--- config.mk ---
export PLATFORM = sky130hd
export DESIGN_NAME = hss_divider
export DESIGN_NICKNAME = d
export VERILOG_FILES = /design/src/rtl/hss_pkg.sv /design/src/rtl/hss_divider.sv
export SDC_FILE = /design/constraint.sdc
export NUM_CORES = 2
export LEC_CHECK = 0
export BUFFER_PORTS_ARGS = -buffer_cell sky130_fd_sc_hd__clkbuf_2
export CORE_MARGIN = 1
export CORE_UTILIZATION = 50
export DETAILED_ROUTE_END_ITERATION = 8
export PLACE_DENSITY = 0.65
export SETUP_SLACK_MARGIN = 0.15
export SKIP_CTS_REPAIR_TIMING = 1
export SLEW_MARGIN = 20
export SYNTH_ARGS = -nofsm -noshare
export SYNTH_HDL_FRONTEND = slang
export SYNTH_SLANG_ARGS = --single-unit
--- constraint.sdc ---
create_clock -name clk -period 9.1 [get_ports clk]
set_input_delay 0.455 -clock clk [delete_from_list [all_inputs] [get_ports clk]]
set_output_delay 0.455 -clock clk [all_outputs]
set_load 0.01 [all_outputs]
--- src/rtl/hss_pkg.sv ---
// Shared constants, codes, types and hue helper for the HSL saturation scaler.
package hss_pkg;

  // Component format: code / CMAX
  localparam int CB = 16;
  localparam logic [CB-1:0] CMAX = {CB{1'b1}};
  localparam int FRAC_BITS = 30;
  localparam logic [FRAC_BITS:0] ONE_Q = 31'(1) << FRAC_BITS;
  localparam logic [FRAC_BITS:0] HALF_Q = 31'(1) << (FRAC_BITS - 1);
  localparam logic [FRAC_BITS:0] SAT_FLOOR = 31'd1073742;
  localparam logic [15:0] GAIN_RESET = 16'd16384;

  // Divider geometry: saturation and the three ramps
  localparam int SDIV_NUM_BITS = 48;
  localparam int DIV_DEN_BITS = 16;
  localparam int SDIV_QUO_BITS = 31;
  localparam int RDIV_NUM_BITS = 48;
  localparam int RDIV_QUO_BITS = 32;

  // Hue segment codes
  localparam logic [1:0] SEG_UP   = 2'd0;
  localparam logic [1:0] SEG_HIGH = 2'd1;
  localparam logic [1:0] SEG_DOWN = 2'd2;
  localparam logic [1:0] SEG_LOW  = 2'd3;

  typedef struct packed {
    logic [1:0]  seg;
    logic [15:0] f;
  } seg_t;

  // Fields that ride along the saturation divider
  typedef struct packed {
    logic [15:0] delta;
    logic [18:0] hn;
    logic        sum_lt;
    logic [15:0] lc;
    logic        gray;
    logic [30:0] l;
    logic [15:0] alpha;
    logic        last;
  } side1_t;

  // Fields that ride along the ramp dividers
  typedef struct packed {
    logic signed [33:0] p;
    logic signed [33:0] q;
    logic [5:0]  segs;
    logic        flat;
    logic [15:0] lc;
    logic [15:0] alpha;
    logic        last;
  } side2_t;

  // Pick the hue segment of one channel and its ramp numerator
  function automatic seg_t hue_seg(input logic [18:0] hn, input logic [15:0] dl,
                                   input int ch);
    logic signed [21:0] dl_s;
    logic signed [21:0] tn;
    logic signed [21:0] down;
    seg_t r;
    dl_s = $signed({6'b0, dl});
    case (ch)
      0: tn = $signed({3'b0, hn}) + (dl_s <<< 1);
      1: tn = $signed({3'b0, hn});
      default: tn = $signed({3'b0, hn}) - (dl_s <<< 1);
    endcase
    if (tn < 0) tn = tn + dl_s * 22'sd6;
    if (tn > dl_s * 22'sd6) tn = tn - dl_s * 22'sd6;
    down = (dl_s <<< 2) - tn;
    if (tn < dl_s) begin
      r.seg = SEG_UP;
      r.f = tn[15:0];
    end else if (tn < dl_s * 22'sd3) begin
      r.seg = SEG_HIGH;
      r.f = '0;
    end else if (tn < (dl_s <<< 2)) begin
      r.seg = SEG_DOWN;
      r.f = down[15:0];
    end else begin
      r.seg = SEG_LOW;
      r.f = '0;
    end
    return r;
  endfunction

endpackage

--- src/rtl/hss_divider.sv ---
// Pipelined restoring divider, one quotient bit per stage, with overflow flag.
module hss_divider
  import hss_pkg::*;
#(
  parameter int NUM_BITS = SDIV_NUM_BITS,
  parameter int DEN_BITS = DIV_DEN_BITS,
  parameter int QUO_BITS = SDIV_QUO_BITS
) (
  input  logic                clk,
  input  logic                en,
  input  logic [NUM_BITS-1:0] num,
  input  logic [DEN_BITS-1:0] den,
  output logic [QUO_BITS-1:0] quo,
  output logic                over
);

  localparam int WW = ((NUM_BITS > DEN_BITS + QUO_BITS) ? NUM_BITS : DEN_BITS + QUO_BITS) + 1;

  logic [WW-1:0]       rem  [QUO_BITS];
  logic [DEN_BITS-1:0] dv   [QUO_BITS];
  logic [QUO_BITS-1:0] qv   [QUO_BITS];
  logic                ov   [QUO_BITS];

  for (genvar i = 0; i < QUO_BITS; i++) begin : g_stage
    logic [WW-1:0]       rem_in;
    logic [DEN_BITS-1:0] den_in;
    logic [QUO_BITS-1:0] q_in;
    logic                ov_in;
    logic [WW-1:0]       trial;

    if (i == 0) begin : g_first
      // flag quotients that do not fit
      assign rem_in = WW'(num);
      assign den_in = den;
      assign q_in   = '0;
      assign ov_in  = (WW'(num) >= (WW'(den) << QUO_BITS));
    end else begin : g_next
      assign rem_in = rem[i-1];
      assign den_in = dv[i-1];
      assign q_in   = qv[i-1];
      assign ov_in  = ov[i-1];
    end

    assign trial = WW'(den_in) << (QUO_BITS - 1 - i);

    // resolve one quotient bit
    always_ff @(posedge clk) begin
      if (en) begin
        if (rem_in >= trial) begin
          rem[i] <= rem_in - trial;
          qv[i]  <= q_in | (QUO_BITS'(1) << (QUO_BITS - 1 - i));
        end else begin
          rem[i] <= rem_in;
          qv[i]  <= q_in;
        end
        dv[i] <= den_in;
        ov[i] <= ov_in;
      end
    end
  end

  assign quo  = qv[QUO_BITS-1];
  assign over = ov[QUO_BITS-1];

endmodule
# --- After elaboration in Yosys (flattened, before gate mapping) ---
# Memories as Yosys holds them, arrays and structs flattened.
# Index checks and enable logic that the tools add are counted.
# W data, S select, Z words.
word_totals:
  ff_bits: 0
  mem_bits_rw: 3007
  in_bits: 66
  out_inout_bits: 32
  elab_cells: 379
  mem_count: 4
classes:
  n_addsub: 31
  n_lt_le_gt_ge: 32
  muxes: 250
  bitwise_logic: 62
memory_table:
  columns: ["memory", "words", "word_bits", "rd", "rd_clocked_by_memory_dff", "write_ports", "line", "text"]
  rows:
  - ["rem", 31, 49, 30, 0, 31, "hss_divider.sv:19", "logic [WW-1:0] rem [QUO_BITS];"]
  - ["qv", 31, 31, 31, 0, 31, "hss_divider.sv:21", "logic [QUO_BITS-1:0] qv [QUO_BITS];"]
  - ["dv", 31, 16, 30, 0, 31, "hss_divider.sv:20", "logic [DEN_BITS-1:0] dv [QUO_BITS];"]
  - ["ov", 31, 1, 31, 0, 31, "hss_divider.sv:22", "logic ov [QUO_BITS];"]
op_table:
  columns: ["op", "count"]
  rows:
  - ["$mux W49", 31]
  - ["$mux W31", 31]
  - ["$mux W1", 188]
  - ["$or A1 B1 Y1", 62]
  - ["$ge A49 B16 Y1", 1]
  - ["$ge A49 B17 Y1", 1]
  - ["$ge A49 B18 Y1", 1]
  - ["$ge A49 B19 Y1", 1]
  - ["$ge A49 B20 Y1", 1]
  - ["$ge A49 B21 Y1", 1]
  - ["$ge A49 B22 Y1", 1]
  - ["$ge A49 B23 Y1", 1]
  - ["$ge A49 B24 Y1", 1]
  - ["$ge A49 B25 Y1", 1]
  - ["$ge A49 B26 Y1", 1]
  - ["$ge A49 B27 Y1", 1]
  - ["$ge A49 B28 Y1", 1]
  - ["$ge A49 B29 Y1", 1]
  - ["$ge A49 B30 Y1", 1]
  - ["$ge A49 B31 Y1", 1]
  - ["$ge A49 B32 Y1", 1]
  - ["$ge A49 B33 Y1", 1]
  - ["$ge A49 B34 Y1", 1]
  - ["$ge A49 B35 Y1", 1]
  - ["other kinds (43)", 43]

# --- Logic depth before layout (Yosys ltp) ---
# An unclocked memory read counts as a cell.
depth:
  depth_word: 6
  ltp_mapped: 16
  mapped_depth_nobuf: 14

# --- Worst setup path after synthesis ---
# No wires, ideal clock.
synth_timing:
  path_kind: "input port to flip-flop"
  startpoint: "in en"
  endpoint: "mem qv[28][10] (netlist name), enable pin"
  setup_time_ps: 464
  arrival_ps: 3929
  t_required_ps: 8636
  path_slack_ps: 4708
  cell_stages: 6
  n_path_buf: 6
  cell_sequence: "clkbuf_1 -> clkbuf_1 -> clkbuf_1 -> clkbuf_1 -> clkbuf_1 -> clkbuf_1"
synth_lines:
  columns: ["element", "line", "text"]
  rows:
  - ["from (decl)", "hss_divider.sv:10", "input logic en,"]
  - ["to (decl)", "hss_divider.sv:21", null]

==> summary.txt <==
status -> finished, final reports clean
overall power -> 36.6 mW
Reg2Reg Depth -> 10
vias in the first global route -> 70106
DRC -> 0
area leader, netlist -> edfxtp_1
CP delay by family, top -> simple AND/OR/NAND/NOR gates
reg2reg start -> rem[24][10]
DR pass1 iterations -> 6
RSZ-0062 raised after global routing -> false
Overflow after GRT -> 0
Synth Area in Adders -> 0.0598
remaining antenna violation count -> 0
critical path's slowest cell -> nor4_1
most frequent cells in the layout -> 2477 x edfxtp_1, 655 x nand2_1, 628 x inv_1, 577 x nor2_1, 512 x ha_1
core area -> 0.233 mm2
area grow syn2layout -> 11.7%
hold depth -> 3
post-synthesis sequential area ratio -> 0.635
maximum VDD drop -> 0.202 mV
Inserted Clock Buffers -> 284
R2R Setup Slk -> 4.51 ns
pwr/cell area -> 280 mW/mm2
crit path capture type -> flip-flop
starting density of the core -> 0.503
Vias/cell -> 5.67
Max Buffers Root-to-Sink -> 4
clock root buffer -> clkbuf_16
die height -> 486 um
largest family of logic cells by synthesized area -> simple AND/OR/NAND/NOR gates
period utilisation layout -> 0.504
DPL Wire Length -> 187000 um
skew final -> 0.0702 ns
post-synthesis compound-gate area fraction -> 0.0854
critical path arrival -> 5.20 ns
Starting DRT DRC Count -> 6270
max cap viols -> 0
top cell type's share of synthesized area -> 0.635
Final nets -> 10034
worst path buffer plus inverter count -> 0
Port Buffer Count -> 97
Total GRT Usage -> 0.215
die area -> 0.236 mm2
die width -> 486 um
fraction of registers with async set/reset -> 0
H-Tree Depth -> 5
number of synthesized flops with an enable pin -> 2477
critical path start-end classification -> flip-flop to flip-flop
initial antenna violation count -> 2
Net Count, Synth -> 9712
worst min path class -> input port to flip-flop
Synth Flop Type -> edfxtp_1
CP max stage delay -> 0.84 ns
Clk pin slew, worst setup/hold paths -> 0.06 ns
Synth Register Bits -> 2477
count of final hold-check violations -> 0
Startpoint Class -> flip-flop
Post-Syn Area -> 0.117 mm2
WL/cell -> 20.1 um
Worst path most repeated cell -> nor4_1
Hold Startpoint -> num[45]
post-synthesis xor/xnor area fraction -> 0.0636
minimum clock period -> 4.59 ns
WL final -> 257000 um
top cells by area, synth -> edfxtp_1 64%, ha_1 5.5%, xor2_1 3.5%
num rows -> 177
final max-slew violation count -> 0
fmax -> 0.218 GHz
synth unique cells -> 105
Clock Latency Late Sink -> 0.93 ns
most common cell after layout, fill and taps aside -> edfxtp_1
Final Util -> 0.562
Simple-Gate Fraction of Synth Area -> 0.121
CTS tree -> yes
syn_area_per_cell -> 12.9 um2
RePlAce Congestion -> 0.910
worst-margin pin slew -> 1.24 ns
cells after synthesis -> 9104
Static Leak -> 47.8 nW
mux cell area share after synthesis -> 0.00832
crit path max fanout -> 9
via count -> 72364
Crit Reg-Reg Endpoint -> rem[25][46]
sequence of cells on the critical path -> ha_1 > or4bb_1 > nor4_1 > a21oi_1 > o2111ai_2 > nand4_1 > nor2_1 > nand2_1 > nor4_1 > xor2_1
pin count of the biggest net entering global routing -> 176
share of cells above drive strength 1 -> 0.0739
Synth warnings -> 0
Top Ports -> 98
CTS Sinks -> 2477
final count of negative-setup-slack endpoints -> 0
Sum Neg Setup Slack -> 0 ns
Slew Limit Headroom -> 0.165
hold endpoint -> rem[0][45]
first-pass GRT wire length -> 399000 um
Critical Path RT -> 9.72 ns
state kept, by name, summed over array words and instances (netlist names):
signal and cells:
dv 480, ov 31, qv 496, rem 1470
routing by layer:
layer,vias to the layer above,wire length (um),GRT usage,share of wire
met5,-,0,0,0
li1,34647,-,-,-
met1,35365,117000,0.305,0.46
met3,440,12900,0.0280,0.050
met4,0,6780,0.0602,0.026
met2,1912,120000,0.347,0.47
area by class of cell:
cell class              count  area, um2
multi-input cells        5816      39700
diodes                      3       7.51
clock inverters           140       1420
fillers                 18807     102000
well taps                3132       3920
inverters                 628       2360
repair buffers            219       1650
clock buffers             338       7370
flip-flops and latches   2477      74400
kinds of logic (layout without fill, tap and decap cells):
group	after synthesis	in the layout
AND/OR/NAND/NOR	2736	2736
flip-flops	2477	2477
AO/OA/AOI/OAI	1600	1600
XOR/XNOR	850	850
buffers and inverters	811	1325
adder cells (fa/ha/maj)	542	542
multiplexers	88	88
other	0	3
cell usage after synthesis, drive strengths merged, types with 24 or more instances:
| cell type | n |
|---|---|
| and3 | 42 |
| nor3 | 268 |
| a31oi | 42 |
| mux2 | 75 |
| or2 | 53 |
| nand3 | 134 |
| nand2b | 123 |
| o31a | 28 |
| o21ai | 515 |
| nand4 | 108 |
| and2 | 31 |
| nor3b | 24 |
| a21o | 149 |
| o21bai | 35 |
| nand4b | 42 |
| a21oi | 421 |
| inv | 628 |
| fa | 30 |
| nor4b | 35 |
| o21a | 105 |
| xnor2 | 376 |
| or4 | 83 |
| or3 | 118 |
| nor4 | 242 |
| clkbuf | 158 |
| buf | 25 |
| nor2b | 102 |
| xor2 | 474 |
| edfxtp | 2477 |
| nor2 | 578 |
| o31ai | 50 |
| nand2 | 655 |
| ha | 512 |
| a211oi | 53 |
| nand3b | 30 |
metrics by stage:
stage | hold slack [ns] | std cells | setup slack [ns] | cell area (um2)
after detailed placement | 0.405 | 12208 | 4.70 | 121000
after global routing | 0.0109 | 12751 | 4.26 | 131000
after global placement | 0.401 | 12208 | 4.77 | 121000
final | 0.0570 | 12753 | 4.51 | 131000
after CTS | -0.362 | 12686 | 4.70 | 130000
after floorplan | 0.400 | 9104 | 4.71 | 117000
worst reg2reg max path, stage by stage (launching register included):
cell and delay, ns:
edfxtp_1 0.41, ha_1 0.42, or4bb_1 0.51, nor4_1 0.84, a21oi_1 0.23, o2111ai_2 0.28
nand4_1 0.36, nor2_1 0.57, nand2_1 0.24, nor4_1 0.36, xor2_1 0.11
power by group:
group | leakage [nW] | internal, mW | switching (mW) | total (mW)
registers | 23.9 | 15.0 | 1.34 | 16.3
clock network | 4.28 | 6.52 | 4.41 | 10.9
logic | 19.6 | 3.91 | 5.44 | 9.34
worst max-delay path by stage:
| stage | startpoint | to | slack, ns | cells past startpoint |
|---|---|---|---|---|
| after floorplan | en | qv[28][10] | 4.71 | 6 |
| after global placement | rem[15][25] | rem[16][40] | 4.77 | 11 |
| after detailed placement | en | rem[28][18] | 4.70 | 10 |
| after CTS | rem[21][15] | rem[22][47] | 4.70 | 10 |
| after global routing | rem[21][15] | rem[22][47] | 4.26 | 10 |
| final | rem[24][10] | rem[25][46] | 4.51 | 10 |
No activity file was read; power rests on OpenSTA's default activity.
